$ cat src/hw/rtl/sbce_pkg.sv
`default_nettype none

package sbce_pkg;

   // Switches per bank; any value from 8 to 32 is supported.
   localparam int BANK_WIDTH = 32;

   // Fixed widths of the report and event fields.
   localparam int CODE_WIDTH   = 8;
   localparam int REPORT_WIDTH = 32;
   localparam int NUM_WIDTH    = 7;

   // Report codes.
   localparam logic [CODE_WIDTH-1:0] CODE_LOW_BANK  = 8'h19;
   localparam logic [CODE_WIDTH-1:0] CODE_HIGH_BANK = 8'h1A;

   // First switch number of each bank (switch numbers are one-based).
   localparam logic [NUM_WIDTH-1:0] BASE_LOW  = NUM_WIDTH'(1);
   localparam logic [NUM_WIDTH-1:0] BASE_HIGH = NUM_WIDTH'(BANK_WIDTH + 1);

   // Job queue between the report front end and the event sequencer.
   // The depth must be a power of two so the pointers wrap by themselves.
   localparam int QUEUE_DEPTH = 2;
   localparam int QPTR_WIDTH  = (QUEUE_DEPTH > 1) ? $clog2(QUEUE_DEPTH) : 1;
   localparam int QCNT_WIDTH  = $clog2(QUEUE_DEPTH + 1);

   typedef logic [BANK_WIDTH-1:0] bank_bits_type;

   // One classified report: which switches get an event and their new states.
   typedef struct packed {
      logic          high_bank;
      bank_bits_type select;
      bank_bits_type bits;
   } job_type;

endpackage

`default_nettype wire

$ cat src/hw/rtl/switch_bank_change_event_generator.sv
// Switch bank change event generator.
// Request channel (req_valid / req_stall): one switch report per beat, a report
// code and a switch bitmap. Code 0x19 addresses the low bank (switches 1 to
// BANK_WIDTH), code 0x1A the high bank; other codes are taken and dropped.
// Response channel (rsp_valid / rsp_stall): one event per beat, a one-based
// switch number and its state, in ascending order; rsp_last_event marks the
// final event of a report. A bank's first report gives an event per switch,
// later reports only for switches that changed.
// With the pipeline empty, a taken report is written to the job queue, loaded
// into the event sequencer, and its first event is registered in the output
// register; the sequencer steps past each unselected switch below it first.
// A job holds the event sequencer for a load step plus one step per switch
// position up to its highest event; reports without events make no job.
// A two-entry job queue lets the front end take reports while the sequencer
// works. A stalled response holds its beat; the sequencer then waits, the
// queue fills, and req_stall rises once the queue is full.
// Reset clears both stored bitmaps and the "seen" flags and empties the
// queue and the output register.
`default_nettype none

module switch_bank_change_event_generator
   import sbce_pkg::*;
(
   input  wire logic                    clock,
   input  wire logic                    reset,
   input  wire logic                    req_valid,
   output logic                         req_stall,
   input  wire logic [CODE_WIDTH-1:0]   req_report_code,
   input  wire logic [REPORT_WIDTH-1:0] req_switch_bits,
   output logic                         rsp_valid,
   input  wire logic                    rsp_stall,
   output logic [NUM_WIDTH-1:0]         rsp_switch_number,
   output logic                         rsp_switch_on,
   output logic                         rsp_last_event
);

   logic    push;
   job_type push_job;
   logic    queue_full;
   logic    pop;
   job_type pop_job;
   logic    queue_empty;

   sbce_front u_front (
      .clock           (clock),
      .reset           (reset),
      .req_valid       (req_valid),
      .req_stall       (req_stall),
      .req_report_code (req_report_code),
      .req_switch_bits (req_switch_bits),
      .push            (push),
      .push_job        (push_job),
      .queue_full      (queue_full)
   );

   sbce_queue u_queue (
      .clock    (clock),
      .reset    (reset),
      .push     (push),
      .push_job (push_job),
      .full     (queue_full),
      .pop      (pop),
      .pop_job  (pop_job),
      .empty    (queue_empty)
   );

   sbce_back u_back (
      .clock             (clock),
      .reset             (reset),
      .pop               (pop),
      .pop_job           (pop_job),
      .queue_empty       (queue_empty),
      .rsp_valid         (rsp_valid),
      .rsp_stall         (rsp_stall),
      .rsp_switch_number (rsp_switch_number),
      .rsp_switch_on     (rsp_switch_on),
      .rsp_last_event    (rsp_last_event)
   );

endmodule

`default_nettype wire

$ cat src/hw/rtl/sbce_queue.sv
`default_nettype none

module sbce_queue
   import sbce_pkg::*;
(
   input  wire logic    clock,
   input  wire logic    reset,
   input  wire logic    push,
   input  wire job_type push_job,
   output logic         full,
   input  wire logic    pop,
   output job_type      pop_job,
   output logic         empty
);

   job_type                entry_ff [QUEUE_DEPTH];
   logic [QPTR_WIDTH-1:0]  wr_ptr_ff, wr_ptr_in;
   logic [QPTR_WIDTH-1:0]  rd_ptr_ff, rd_ptr_in;
   logic [QCNT_WIDTH-1:0]  count_ff, count_in;

   always_comb begin
      full    = (count_ff == QCNT_WIDTH'(QUEUE_DEPTH));
      empty   = (count_ff == '0);
      pop_job = entry_ff[rd_ptr_ff];

      wr_ptr_in = push ? wr_ptr_ff + QPTR_WIDTH'(1) : wr_ptr_ff;
      rd_ptr_in = pop ? rd_ptr_ff + QPTR_WIDTH'(1) : rd_ptr_ff;
      unique case ({push, pop})
         2'b10:   count_in = count_ff + QCNT_WIDTH'(1);
         2'b01:   count_in = count_ff - QCNT_WIDTH'(1);
         default: count_in = count_ff;
      endcase
   end

   always_ff @(posedge clock) begin
      if (reset) begin
         wr_ptr_ff <= '0;
         rd_ptr_ff <= '0;
         count_ff  <= '0;
      end else begin
         wr_ptr_ff <= wr_ptr_in;
         rd_ptr_ff <= rd_ptr_in;
         count_ff  <= count_in;
      end
   end

   always_ff @(posedge clock) begin
      if (push) begin
         entry_ff[wr_ptr_ff] <= push_job;
      end
   end

`ifndef SYNTHESIS
   assert property (@(posedge clock) disable iff (reset) !(push && full))
      else $error("queue pushed while full");
   assert property (@(posedge clock) disable iff (reset) !(pop && empty))
      else $error("queue popped while empty");
   assert property (@(posedge clock) disable iff (reset)
      count_ff <= QCNT_WIDTH'(QUEUE_DEPTH))
      else $error("queue count out of range");
   assert property (@(posedge clock) disable iff (reset)
      (push && !pop) |=> (count_ff == $past(count_ff) + QCNT_WIDTH'(1)))
      else $error("queue count did not follow a push");
`endif

endmodule

`default_nettype wire

$ cat src/hw/rtl/sbce_front.sv
`default_nettype none

module sbce_front
   import sbce_pkg::*;
(
   input  wire logic                    clock,
   input  wire logic                    reset,
   input  wire logic                    req_valid,
   output logic                         req_stall,
   input  wire logic [CODE_WIDTH-1:0]   req_report_code,
   input  wire logic [REPORT_WIDTH-1:0] req_switch_bits,
   output logic                         push,
   output job_type                      push_job,
   input  wire logic                    queue_full
);

   bank_bits_type low_prev_ff, low_prev_in;
   bank_bits_type high_prev_ff, high_prev_in;
   logic          low_seen_ff, low_seen_in;
   logic          high_seen_ff, high_seen_in;

   logic          accept;
   logic          is_low;
   logic          is_high;
   bank_bits_type bits;
   bank_bits_type prev;
   logic          seen;

   always_comb begin
      req_stall = queue_full;
      accept    = req_valid && !queue_full;
      is_low    = (req_report_code == CODE_LOW_BANK);
      is_high   = (req_report_code == CODE_HIGH_BANK);
      bits      = req_switch_bits[BANK_WIDTH-1:0];
      prev      = is_high ? high_prev_ff : low_prev_ff;
      seen      = is_high ? high_seen_ff : low_seen_ff;

      // A bank's first report announces every switch of that bank.
      push_job.high_bank = is_high;
      push_job.bits      = bits;
      push_job.select    = seen ? (bits ^ prev) : '1;

      // Reports with no changed switches cause no events and need no job.
      push = accept && (is_low || is_high) && (push_job.select != '0);

      low_prev_in  = (accept && is_low) ? bits : low_prev_ff;
      low_seen_in  = low_seen_ff || (accept && is_low);
      high_prev_in = (accept && is_high) ? bits : high_prev_ff;
      high_seen_in = high_seen_ff || (accept && is_high);
   end

   always_ff @(posedge clock) begin
      if (reset) begin
         low_prev_ff  <= '0;
         high_prev_ff <= '0;
         low_seen_ff  <= 1'b0;
         high_seen_ff <= 1'b0;
      end else begin
         low_prev_ff  <= low_prev_in;
         high_prev_ff <= high_prev_in;
         low_seen_ff  <= low_seen_in;
         high_seen_ff <= high_seen_in;
      end
   end

`ifndef SYNTHESIS
   assert property (@(posedge clock) disable iff (reset)
      (accept && is_low) |=> low_seen_ff)
      else $error("low bank not marked seen after a report");
   assert property (@(posedge clock) disable iff (reset)
      (accept && is_high) |=> high_seen_ff)
      else $error("high bank not marked seen after a report");
   assert property (@(posedge clock) disable iff (reset)
      (accept && !is_low && !is_high) |=> ($stable(low_prev_ff) && $stable(high_prev_ff)))
      else $error("ignored report changed a stored bitmap");
`endif

endmodule

`default_nettype wire

$ cat src/hw/rtl/sbce_back.sv
`default_nettype none

module sbce_back
   import sbce_pkg::*;
(
   input  wire logic                 clock,
   input  wire logic                 reset,
   output logic                      pop,
   input  wire job_type              pop_job,
   input  wire logic                 queue_empty,
   output logic                      rsp_valid,
   input  wire logic                 rsp_stall,
   output logic [NUM_WIDTH-1:0]      rsp_switch_number,
   output logic                      rsp_switch_on,
   output logic                      rsp_last_event
);

   // The select and state bitmaps shift right by one switch per step, so
   // bit zero is always the switch whose number sits in num_ff.
   bank_bits_type          select_ff, select_in;
   bank_bits_type          bits_ff, bits_in;
   logic [NUM_WIDTH-1:0]   num_ff, num_in;
   logic                   rsp_valid_ff, rsp_valid_in;
   logic [NUM_WIDTH-1:0]   rsp_number_ff, rsp_number_in;
   logic                   rsp_on_ff, rsp_on_in;
   logic                   rsp_last_ff, rsp_last_in;

   logic                   busy;
   logic                   out_free;
   logic                   emit;
   logic                   advance;

   always_comb begin
      busy     = (select_ff != '0);
      out_free = !rsp_valid_ff || !rsp_stall;
      emit     = busy && select_ff[0] && out_free;
      advance  = busy && (!select_ff[0] || out_free);
      pop      = !busy && !queue_empty;

      select_in = select_ff;
      bits_in   = bits_ff;
      num_in    = num_ff;
      if (pop) begin
         select_in = pop_job.select;
         bits_in   = pop_job.bits;
         num_in    = pop_job.high_bank ? BASE_HIGH : BASE_LOW;
      end else if (advance) begin
         select_in = select_ff >> 1;
         bits_in   = bits_ff >> 1;
         num_in    = num_ff + NUM_WIDTH'(1);
      end

      rsp_valid_in  = rsp_valid_ff && rsp_stall;
      rsp_number_in = rsp_number_ff;
      rsp_on_in     = rsp_on_ff;
      rsp_last_in   = rsp_last_ff;
      if (emit) begin
         rsp_valid_in  = 1'b1;
         rsp_number_in = num_ff;
         rsp_on_in     = bits_ff[0];
         rsp_last_in   = ((select_ff >> 1) == '0);
      end
   end

   always_ff @(posedge clock) begin
      if (reset) begin
         select_ff    <= '0;
         rsp_valid_ff <= 1'b0;
      end else begin
         select_ff    <= select_in;
         rsp_valid_ff <= rsp_valid_in;
      end
   end

   always_ff @(posedge clock) begin
      bits_ff       <= bits_in;
      num_ff        <= num_in;
      rsp_number_ff <= rsp_number_in;
      rsp_on_ff     <= rsp_on_in;
      rsp_last_ff   <= rsp_last_in;
   end

   assign rsp_valid         = rsp_valid_ff;
   assign rsp_switch_number = rsp_number_ff;
   assign rsp_switch_on     = rsp_on_ff;
   assign rsp_last_event    = rsp_last_ff;

`ifndef SYNTHESIS
   assert property (@(posedge clock) disable iff (reset)
      (emit && (select_ff >> 1) == '0) |=> !busy)
      else $error("job still busy after its last event");
   assert property (@(posedge clock) disable iff (reset)
      !(pop && busy))
      else $error("new job taken while a job is in progress");
   assert property (@(posedge clock) disable iff (reset)
      rsp_valid_ff |-> (rsp_number_ff != '0))
      else $error("event carries switch number zero");
`endif

endmodule

`default_nettype wire
$ cat config.mk
export PLATFORM = sky130hd
export DESIGN_NAME = switch_bank_change_event_generator
export DESIGN_NICKNAME = d
export VERILOG_FILES = /design/src/hw/rtl/sbce_pkg.sv /design/src/hw/rtl/switch_bank_change_event_generator.sv /design/src/hw/rtl/sbce_queue.sv /design/src/hw/rtl/sbce_front.sv /design/src/hw/rtl/sbce_back.sv
export SDC_FILE = /design/constraint.sdc
export NUM_CORES = 1
export LEC_CHECK = 0
export ABC_AREA = 1
export ABC_CLOCK_PERIOD_IN_PS = 6200
export BUFFER_PORTS_ARGS = -buffer_cell sky130_fd_sc_hd__buf_2
export CAP_MARGIN = 20
export CELL_PAD_IN_SITES_DETAIL_PLACEMENT = 0
export CELL_PAD_IN_SITES_GLOBAL_PLACEMENT = 1
export CORE_MARGIN = 2
export CORE_UTILIZATION = 49
export CTS_CLUSTER_DIAMETER = 100
export CTS_CLUSTER_SIZE = 28
export DETAILED_ROUTE_END_ITERATION = 10
export PLACE_DENSITY_LB_ADDON = 0.1
export SLEW_MARGIN = 30
export SYNTH_ARGS = -nofsm -noshare
export SYNTH_HDL_FRONTEND = slang
export SYNTH_HIERARCHICAL = 1
export SYNTH_SLANG_ARGS = --single-unit
$ cat constraint.sdc
create_clock -name clock -period 6.2 [get_ports clock]
set_input_delay 0.31 -clock clock [delete_from_list [all_inputs] [get_ports clock]]
set_output_delay 0.31 -clock clock [all_outputs]
set_load 0.02 [all_outputs]
## Word-level counts from Yosys, hierarchy flattened

Memory sizes are Yosys's and may differ from the RTL's. A register that Yosys moved wholly into a read port is not among the register bits.
Cells that the tools add are included.

| operators by class | value |
|---|---|
| add/subtract/negate cells | 5 |
| equal/unequal tests | 5 |
| multiplexer cells | 16 |
| bitwise operators | 1 |
| reductions and logical operators | 27 |

Operator list:

| kind | number |
|---|---|
| 32-bit 2-to-1 mux | 6 |
| 32-bit nonzero test | 2 |
| 32-bit zero test | 1 |
| 32-bit XOR | 1 |
| 8-bit by 5-bit equality test with 1-bit output (second input constant) | 2 |
| 7-bit 2-to-1 mux | 2 |
| 1-bit logical AND | 10 |
| 7-bit by 1-bit adder with 7-bit output (second input constant) | 1 |
| 1-bit zero test | 6 |
| 1-bit 2-to-1 mux | 6 |
| 6-bit 2-to-1 mux | 1 |
| 1-bit logical OR | 5 |
| 2-bit equality test (second input constant) | 2 |
| 2-bit one-hot mux with 2 select lines | 1 |
| 2-bit nonzero test | 2 |
| 1-bit adder (second input constant) | 2 |
| 2-bit by 1-bit adder with 2-bit output (second input constant) | 1 |
| 2-bit by 1-bit equality test with 1-bit output (second input constant) | 1 |
| 2-bit zero test | 1 |
| 2-bit by 1-bit subtractor with 2-bit output (second input constant) | 1 |

| word-level totals | value |
|---|---|
| flip-flop bits (word level) | 151 |
| memory bits (writable) | 130 |
| bits of input ports | 44 |
| output and inout bits | 11 |
| word-level logic and storage cells | 69 |
| memories | 1 |

Memory list:

| memory | depth | bits a word | rd ports | clocked after memory_dff | write ports | line | text |
|---|---|---|---|---|---|---|---|
| u_queue.entry_ff | 2 | 65 | 1 | 1 | 1 | sbce_queue.sv:16 | `job_type entry_ff [QUEUE_DEPTH];` |

## Longest topological paths before layout

Gate-level depths: netlist of run 1.

| logic depth | value |
|---|---|
| word-level depth | 8 |
| mapped depth | 23 |
| mapped depth without buffers | 22 |

## By module

The synthesis of run 1 kept the hierarchy.

By module, submodules not included:

| module | instances | cells an instance | area each (µm²) | seq. area each (µm²) |
|---|---|---|---|---|
| sbce_queue | 1 | 235 | 5121.2 | 4003.8 |
| sbce_front | 1 | 594 | 3886.2 | 1321.3 |
| sbce_back | 1 | 460 | 3783.6 | 2102.0 |

## Worst setup path before layout of run 1

No wires, ideal clock.

| timing | value |
|---|---|
| path type | input to register |
| start | input port req_report_code[5] |
| end | memory u_queue/entry_ff[0][0] in the netlist's numbering, enable pin |
| setup time | 0.488 ns |
| arrival | 4.336 ns |
| data required time | 5.712 ns |
| path slack | 1.376 ns |
| stages on the path | 17 |
| path buffers | 2 |
| cells stage by stage | inv_1 -> nand2_1 -> nor2_2 -> nand2_1 -> buf_6 -> buf_2 -> o21ai_0 -> nand2_1 -> nand2_1 -> nor2_1 -> nand2_1 -> nor2_1 -> nand2_1 -> nor2_1 -> nor2_1 -> inv_1 -> nor2_1 |

| on the way | value |
|---|---|
| cells in the longest elaborated chain, start to end | 8 |
| elaborated cells on any way between the ends | 12 |
| those cells by class | eq/ne (2); mux (5); bitwise (1); reduce/logical (4) |

Ends and longest elaborated chain:

| item | line | text |
|---|---|---|
| start: declaration | switch_bank_change_event_generator.sv:28 | `input wire logic [CODE_WIDTH-1:0] req_report_code,` |
| 8-bit by 5-bit equality test with 1-bit output | sbce_front.sv:33 | `is_high = (req_report_code == CODE_HIGH_BANK);` |
| 32-bit 2-to-1 mux | sbce_front.sv:35 | `prev = is_high ? high_prev_ff : low_prev_ff;` |
| 32-bit XOR | sbce_front.sv:41 | `push_job.select = seen ? (bits ^ prev) : '1;` |
| 32-bit 2-to-1 mux | sbce_front.sv:41 |  |
| 32-bit nonzero test | sbce_front.sv:44 | `push = accept && (is_low \|\| is_high) && (push_job.select != '0);` |
| 1-bit logical AND (*) | sbce_front.sv:44 |  |
| net push | switch_bank_change_event_generator.sv:37 | `logic push;` |
| 1-bit 2-to-1 mux (*) | sbce_queue.sv:48 | `if (push) begin` |
| 1-bit 2-to-1 mux (implied by the code) (*) | sbce_queue.sv:49 | `entry_ff[wr_ptr_ff] <= push_job;` |
| end: declaration | sbce_queue.sv:16 |  |

The timed path passes the listed nets; every way through them passes the cells marked *.

==> results of run 1 <==
==> area by class of cell <==
cell class | count | area [um2]
timing repair buffer | 67 | 400.4
clock inverter | 2 | 32.53
clock buffer | 22 | 411.6
tap | 335 | 419.2
multi-input combinational | 789 | 4317
sequential | 282 | 7431
inverter | 124 | 467.9
fill | 2352 | 12360
==> final timing paths <==
path | startpoint | depth (start not counted) | slack, ns | end
worst max-delay path | req_report_code[2] | 19 | 2.21 | u_queue/entry_ff[0][23]
worst min-delay path | req_switch_bits[24] | 1 | 0.07 | u_queue/entry_ff[0][24]
worst max register to register | u_back/select_ff[21] | 13 | 2.39 | u_queue/count_ff[1]
worst min register to register | u_back/bits_ff[0] | 0 | 0.45 | u_back/rsp_switch_on
==> power by group <==
group	internal [uW]	switching [uW]	total, uW
Sequential	2240	77.5	2320
Clock	475	594	1070
Combinational	215	451	666
==> per-stage QoR <==
step | area, um2 | hold slack, ns
after floorplan | 12790 | 0.3791
after global placement | 12980 | 0.4123
after detailed placement | 12980 | 0.4257
after CTS | 13430 | 0.04855
after global routing | 13480 | 0.04260
final | 13480 | 0.06527
==> cells by family after synthesis <==
family / share of synthesized area (%)
AOI/OAI and AO/OA: 4.676
xor gates and xnor gates: 0.2739
adders and majority gates: 0.1956
buffers and inverters: 8.315
DFF: 58.07
muxes: 7.190
and+or+nand+nor: 21.29
==> state kept, by name, indices dropped and copies added, names as in the netlist, 2 cells and up, named ones only <==
signal / flops
u_back/num_ff: 7
u_front/high_prev_ff: 32
u_back/rsp_switch_number: 7
u_queue/entry_ff: 130
u_back/select_ff: 32
u_queue/count_ff: 2
u_front/low_prev_ff: 32
u_back/bits_ff: 32
==> layout by cell type (no fill, tap or decap), types with 10 or more instances in the layout <==
cell type,instances
a211oi_1,59
nand3_1,98
a21oi_1,10
nand2_1,290
buf_2,54
buf_4,11
nand3b_1,47
edfxtp_1,178
mux2_2,15
inv_1,117
dfxtp_1,103
mux2_4,50
clkbuf_16,15
nor2_1,181
==> worst max-delay path, stage by stage <==
cell and delay [ns]:
buf_2 0.08, inv_1 0.03, nand2_1 0.10, nor2_2 0.05, buf_4 0.21, nand2_2 0.48
buf_4 0.39, o21ai_4 0.18, buf_16 0.21, nand3_1 0.13, nor2_1 0.07, nand2_1 0.08
nor2_1 0.04, nand2_1 0.05, nor2_1 0.04, nor2_1 0.16, inv_1 0.12, nor2_4 0.72
buf_4 0.63
==> metal layers <==
layer	GRT usage [%]	vias up	share of wire, %
met5	0	-	0
met4	3.056	0	0.95
met3	2.148	17	4.5
met2	33.82	185	46
met1	30.94	3934	49
li1	-	4217	-
==> Yosys cell counts (11+ instances only) <==
master and number:
buf_6 12, buf_2 16, clkbuf_1 30, nand3b_1 47, nand3_1 98, inv_1 119
a211oi_1 59, mux2_2 15, dfxtp_1 104, a21oi_1 11, buf_4 36, edfxtp_1 178
mux2_4 50, nor2_1 183, nand2_1 291
==> flow_summary_export.csv, run 1 <==
group,metric,value,unit
critical_path,required,6.32,ns
sta,drv_slew,0,
logic_synthesis,syn_area,0.01279,mm2
clock_network,clk_path_buf_depth,3,
layout,stdcell_count,1621,
global_routing,grt-ovfl-total,0,
sta,layout_setup_ws,2.210,ns
drt,via_per_inst,5.153,
sta,worstMarginPinSlew,0.9379,ns
global_routing,grt_max_degree,74,
power,power,4054,uW
logic_synthesis,yosysTopAreaCellShare,41.79,%
logic_synthesis,synth_area_per_cell,9.923,um2
clock_network,cts_tree,"built",
floorplanning,io_pins,55,
clock_network,root_buffer,"clkbuf_16",
clock_network,insertion_delay,0.50,ns
job,max_cap_viol_count,0,
critical_path,start_kind,"input pin",
logic_synthesis,synth.area.top_cells,"edfxtp_1, dfxtp_1, nand2_1",
layout,final_layout_size_suffix_gt1_share,13.06,%
sta,fin_crit,3.990,ns
layout,fin_util,52.17,%
sta,rsz0062_at_grt,"false",
sta,fin_crit_sh,64.36,%
clock_network,cts_hold_buf,0,
clock_network,cts_buffers,14,
clock_network,htree_levels,1,
logic_synthesis,seq_area_frac_synth,58.07,%
power,ir_drop,351.1,uV
power,leakagePower,0.005448,uW
floorplanning,fp.dieArea,0.02741,mm2
status,status,"complete, no violations",
logic_synthesis,synth_cells,1289,
drt,ant_nets,0,
drt,routed_wl,27.93,mm
sta,slew_headroom,37.47,%
clock_network,clk_pin_slew,0.11,ns
critical_path,arrival,4.11,ns
worst_hold_path,hold_class,"in -> reg",
placement,pre_cts_ws,1.591,ns
floorplanning,die_w,165.6,um
layout,area_delta_synth_final,5.380,%
critical_path,crit_type,"in -> reg",
layout,antenna_cells,0,
logic_synthesis,synth_top_cell_by_area,"edfxtp_1",
floorplanning,core_area,0.02584,mm2
drt,wl_per_cell,17.23,um
logic_synthesis,synth_edf_count,178,
logic_synthesis,synth_ff_type,"edfxtp_1",
sta,fmaxAchievable,250.6,MHz
power,power_density,300.7,mW/mm2
logic_synthesis,synthArstFlopShare,0,%
layout,fin_nets,1324,
drt,drt_iter0_drc,586,
floorplanning,row_count,59,
logic_synthesis,ys_warn_count,6,
logic_synthesis,synth_cell_types,32,
critical_path,critPathMaxFanout,38,
logic_synthesis,synth_nets,1335,
sta,skew,0.02743,ns
critical_path,critPathCaptureType,"flip-flop",
drt,num_vias,8353,
sta,setup_tns,0,ns
placement,io_buffers,54,
clock_network,clkSinkCount,282,
global_routing,grt_use_total,20.82,%
global_routing,grt_pass1_vias,7834,
placement,gp_congestion,0.7643,
drt,firstDrtPassIters,5,
global_routing,antenna_found_initial,0,
floorplanning,fp.dieH,165.6,um
global_routing,grt_pass1_wl,43.56,mm
placement,place_hpwl,17.58,mm
floorplanning,start_util,49.51,%
clock_network,cts_setup_buffers,0,
sta,finalSetupViolCount,0,
sta,hold_violations,0,
placement,dpl.cell_count,1595,
logic_synthesis,synth-seq-cells,282,
clock_network,cts.repair.resized,0,
drt,route.detailed.drc,0,
Power figures use the tool's default switching activity.
==> run 2, diff against run 1 <==
Settings changed: ABC_CLOCK_PERIOD_IN_PS 6200 to 4000.
Clock period 6.2 ns to 4 ns, I/O delays scaled along.
==> run 2 against run 1 <==
  * Non-clock buffer count grew 35
  * Register-to-register slack worse by 1.2 ns
  * Utilization rose by 1.3 points
  * Worst hold slack worse by 0.047 ns
  * Sequential power grew 55%
  * Clock-buffer cell count decreased by 2
  * Critical path depth is 10 lower
  * Routed wire length up 4.0%
  * Clock power grew 54%
  * Sequential cell count unchanged
  * Final area is 2.6% higher
  * Clock skew shrank 0.0021 ns
  * Largest cell class unchanged
==> flow_summary_export.csv, run 2 (synthesis results as in run 1) <==
group,metric,value,unit
status,status,"complete, no violations",
clock_network,root_buffer,"clkbuf_16",
global_routing,grt_pass1_vias,7699,
floorplanning,io_pins,55,
layout,n_fill_cell,2376,
drt,wl_met3,1.286,mm
drt,routed.top_layer,"met4",
clock_network,htree_levels,1,
drt,firstDrtPassIters,7,
global_routing,grt-ovfl-total,0,
layout,fin_util,53.51,%
layout,final_layout_size_suffix_gt1_share,13.10,%
placement,placedInstanceArea,0.01307,mm2
layout,area_delta_synth_final,8.090,%
drt,wl_per_cell,17.54,um
drt,route.detailed.drc,0,
floorplanning,row_count,59,
global_routing,grt_max_degree,73,
critical_path,critPathMaxFanout,42,
drt,wl_met2,12.94,mm
clock_network,clk_pin_slew,0.11,ns
critical_path,arrival,2.93,ns
layout,multi_input_area,0.004317,mm2
floorplanning,die_w,165.6,um
floorplanning,fp.dieH,165.6,um
layout,top_register,"u_queue/entry_ff",
clock_network,cts_setup_buffers,0,
floorplanning,core_area,0.02584,mm2
sta,fmaxAchievable,356.6,MHz
critical_path,critPathCaptureType,"flip-flop",
floorplanning,fp.dieArea,0.02741,mm2
global_routing,antenna_found_initial,0,
critical_path,crit_slowest_cell,"buf_4",
global_routing,grt_pass1_wl,44.35,mm
placement,dpl.cell_count,1601,
sta,rsz0062_at_grt,"false",
critical_path,crit_buf_inv,3,
clock_network,cts_buffers,14,
layout,final_cell_mix,"nand2_1, nor2_1, edfxtp_1",
placement,gp_congestion,0.7875,
critical_path,crit_top_cell,"nor2_1",
power,ir_drop,359.5,uV
global_routing,grt_use_total,21.19,%
job,max_cap_viol_count,0,
clock_network,cts_tree,"built",
clock_network,cts.repair.resized,0,
sta,finalSetupViolCount,0,
layout,antenna_cells,0,
critical_path,required,4.13,ns
layout,stdcell_area,0.01383,mm2
layout,largest_register_ffs,130,
layout,stdcell_count,1656,
sta,fin_crit_sh,70.11,%
clock_network,clk_path_buf_depth,3,
placement,place_hpwl,18.76,mm
drt,ant_nets,0,
power,power_density,455.6,mW/mm2
clock_network,insertion_delay,0.50,ns
sta,drv_slew,0,
layout,seqCellArea,0.007431,mm2
critical_path,cp_slowest_stage_delay,0.50,ns
layout,fin_nets,1359,
critical_path,start_kind,"flip-flop",
drt,routed_wl,29.05,mm
sta,fin_crit,2.804,ns
placement,io_buffers,54,
floorplanning,start_util,49.51,%
layout,final_common_cell,"nand2_1",
clock_network,clkSinkCount,282,
critical_path,crit_family,"simple AND/OR/NAND/NOR gates",
drt,drt-met1-wl,14.41,mm
drt,num_vias,8577,
power,leakagePower,0.005602,uW
power,power,6298,uW
sta,skew,0.02536,ns
critical_path,path_cells,"nor2_1 > nor2_1 > inv_1 > nor2_4 > a31oi_1 > nor2_1 > inv_1 > nor2_4 > buf_4",
drt,via_per_inst,5.179,
sta,setup_tns,0,ns
sta,slew_headroom,36.24,%
sta,worstMarginPinSlew,0.9563,ns
critical_path,crit_type,"reg -> reg",
worst_hold_path,hold_class,"in -> reg",
sta,hold_violations,0,
drt,drt_iter0_drc,733,
[run 2: cell count changes in the layout (fill, tap and decap cells not counted)]
cell / delta
clkbuf_8: -1
dlygate4sd3_1: +30
buf_12: +2
inv_12: +1
clkinv_1: +1
clkinv_2: +1
buf_4: +3
clkbuf_1: -1
inv_6: +1
clkinv_8: -2
[run 2: per-stage QoR]
step | worst slack [ns] | hold slack, ns
CTS | 1.165 | 0.009454
finish | 1.196 | 0.01832
detailed placement | 0.7203 | 0.4271
floorplan | 0.3774 | 0.2691
global placement | 0.7481 | 0.4158
global route | 0.8756 | 0.01528
[run 2: metal layers]
layer	vias up	GRT usage, %
met5	-	0
met4	0	3.409
met3	26	1.898
met2	198	33.06
met1	4048	32.74
li1	4305	-
[run 2: cell type report]
cell class / instances / share of cell area (%)
clock buffers: 20 / 2.851
clock inverters: 4 / 0.2443
inverters: 124 / 3.385
multi-input cells: 789 / 31.22
flip-flops and latches: 282 / 53.75
well taps: 335 / 3.032
repair buffers: 102 / 5.520
[run 2: worst paths after layout]
path / slack, ns / start / endpoint / cells past startpoint
worst min-delay path: 0.02 / req_switch_bits[0] / u_queue/entry_ff[0][0] / 1
worst max register to register: 1.20 / u_queue/count_ff[0] / u_queue/entry_ff[0][21] / 9
worst min register to register: 0.45 / u_back/bits_ff[0] / u_back/rsp_switch_on / 0
worst max-delay path: 1.20 / u_queue/count_ff[0] / u_queue/entry_ff[0][21] / 9
[run 2: repair_timing]
action / 4_1_cts / 5_1_grt
endpoints found under the hold margin: 63 / 0
endpoints found under the setup margin: 0 / 0
hold buffers: 30 / 0
[run 2: power breakdown]
part / total, uW / switching, uW / internal (uW)
registers: 3600 / 125 / 3480
clock network: 1650 / 936 / 716
logic: 1040 / 701 / 343
==> run 3, diff against run 2 <==
Settings changed: ABC_CLOCK_PERIOD_IN_PS 4000 to 2400, CORE_UTILIZATION 49 to 44.
Clock period 4 ns to 2.4 ns, I/O delays scaled along.
==> run 3 against run 2 <==
  * First-iteration DRC count decreased by 18%
  * Cell count increased by 7.6%
  * Register-to-register slack got worse by 1.0 ns
  * Sequential cell count unchanged
  * Clock skew decreased by 0.0016 ns
==> flow_summary_export.csv, run 3 (synthesis results as in run 1) <==
group,metric,value,unit
sta,fin_crit_sh,93.21,%
placement,place_hpwl,20.21,mm
floorplanning,row_count,62,
drt,route.detailed.drc,0,
sta,hold_violations,0,
layout,top_register,"u_queue/entry_ff",
clock_network,clk_path_buf_depth,3,
layout,stdcell_area,0.01472,mm2
clock_network,clkSinkCount,282,
layout,final_cell_mix,"nand2_1, nor2_1, edfxtp_1",
drt,via_per_inst,4.895,
placement,pre_cts_ws,-0.3606,ns
sta,fmaxAchievable,447.0,MHz
sta,finalSetupViolCount,0,
global_routing,grt_pass1_vias,8227,
clock_network,root_buffer,"clkbuf_16",
sta,slew_headroom,36.82,%
floorplanning,start_util,44.56,%
critical_path,required,2.60,ns
sta,worstMarginPinSlew,0.9477,ns
power,leakagePower,0.005979,uW
placement,placedInstanceArea,0.01388,mm2
sta,rsz0062_at_grt,"true",
clock_network,insertion_delay,0.50,ns
clock_network,cts_tree,"built",
placement,gp_congestion,0.7806,
worst_hold_path,hold_class,"in -> reg",
critical_path,crit_slowest_cell,"dfxtp_1",
sta,skew,0.02375,ns
drt,ant_nets,0,
global_routing,grt_pass1_wl,46.13,mm
critical_path,critPathCaptureType,"flip-flop",
critical_path,crit_buf_inv,4,
drt,wl_per_cell,16.47,um
power,power_density,715.2,mW/mm2
status,status,"complete, no violations",
layout,final_layout_size_suffix_gt1_share,19.31,%
global_routing,grt-ovfl-total,0,
job,max_cap_viol_count,0,
layout,final_common_cell,"nand2_1",
clock_network,clk_pin_slew,0.11,ns
critical_path,arrival,2.44,ns
sta,layout_setup_ws,0.1630,ns
global_routing,grt_use_total,19.32,%
placement,io_buffers,54,
critical_path,crit_family,"simple AND/OR/NAND/NOR gates",
critical_path,path_cells,"nand2_1 > o21ai_4 > buf_12 > nand3_4 > nor2_1 > nand2_1 > nor2_1 > nand2_1 > nor2_1 > nor2_2 > inv_1 > buf_4 > nor2_4 > buf_12",
layout,stdcell_count,1782,
layout,n_fill_cell,2671,
sta,drv_slew,0,
critical_path,start_kind,"flip-flop",
layout,antenna_cells,0,
layout,area_delta_synth_final,15.08,%
critical_path,cp_slowest_stage_delay,0.33,ns
floorplanning,io_pins,55,
floorplanning,fp.dieArea,0.03045,mm2
floorplanning,core_area,0.02870,mm2
critical_path,crit_type,"reg -> reg",
layout,largest_register_ffs,130,
layout,fin_nets,1436,
sta,fin_crit,2.237,ns
clock_network,cts_buffers,14,
critical_path,critPathMaxFanout,29,
clock_network,htree_levels,1,
global_routing,grt_max_degree,73,
drt,routed_wl,29.35,mm
global_routing,antenna_found_initial,0,
power,ir_drop,531.9,uV
drt,num_vias,8723,
floorplanning,die_w,174.5,um
floorplanning,fp.dieH,174.5,um
placement,dpl.cell_count,1723,
drt,firstDrtPassIters,5,
drt,drt_iter0_drc,599,
## run 3: cell count changes in the layout (fill, tap and decap cells not counted), moves of 2 or more
cell	delta
buf_12	+7
buf_4	+67
clkinv_8	+2
dlygate4sd3_1	+3
inv_1	-3
nand2_1	-4
nand2_2	+3
nand3_1	-14
nand3_2	+10
nand3_4	+4
nor2_1	-3
nor2_4	+2
## run 3: worst min-delay path: stages
cell	delay, ns
buf_2	0.09
inv_1	0.24
nand3_1	0.17
nor2_1	0.03
## run 3: area by class of cell
cell class              instances  area (um2)  share of cell area [%]
clock buffers                  21       397.9                   2.703
clock inverters                 3       36.28                  0.2465
inverters                     124       494.2                   3.357
multi-input cells             789        4446                   30.20
flip-flops and latches        282        7432                   50.49
well taps                     384       480.5                   3.264
repair buffers                179        1434                   9.741
## run 3: stage by stage
step	setup TNS, ns	util [%]	power (uW)	hold slack (ns)
after detailed placement	-37.71	48.36	7880	0.3880
final	0	51.29	10530	0.1842
after CTS	0	51.02	10690	0.1659
after floorplan	-53.78	-	7389	0.1891
after global placement	-29.81	48.36	7852	0.3835
after global routing	-0.008579	51.29	11110	0.2114
## run 3: worst paths after layout
path	depth (start not counted)	from	endpoint	slack, ns
setup / recovery	14	u_front/low_seen_ff	u_queue/entry_ff[0][20]	0.16
hold / removal	4	reset	u_back/select_ff[3]	0.18
setup reg to reg	14	u_front/low_seen_ff	u_queue/entry_ff[0][20]	0.16
hold reg to reg	0	u_back/bits_ff[0]	u_back/rsp_switch_on	0.43
## run 3: layer usage
layer | vias to the layer above | share of wire (%) | routed length, um | GRT usage, %
met5 | - | 0 | 0 | 0
met4 | 0 | 1.7 | 503 | 3.750
met3 | 21 | 3.9 | 1157 | 2.362
met2 | 153 | 45 | 13140 | 30.52
met1 | 4103 | 50 | 14550 | 28.80
li1 | 4446 | - | - | -
## run 3: power by group
group          switching, uW  internal [uW]  total (uW)
Combinational           1160            616        1770
Sequential               208           5790        6000
Clock                   1560           1200        2750
## run 3: timing repair
item | CTS | global route
endpoints found under the hold margin | 129 | 0
gates resized for setup | 0 | 9
setup buffers | 0 | 1
hold buffers | 33 | 0
setup endpoints to repair | 0 | 66
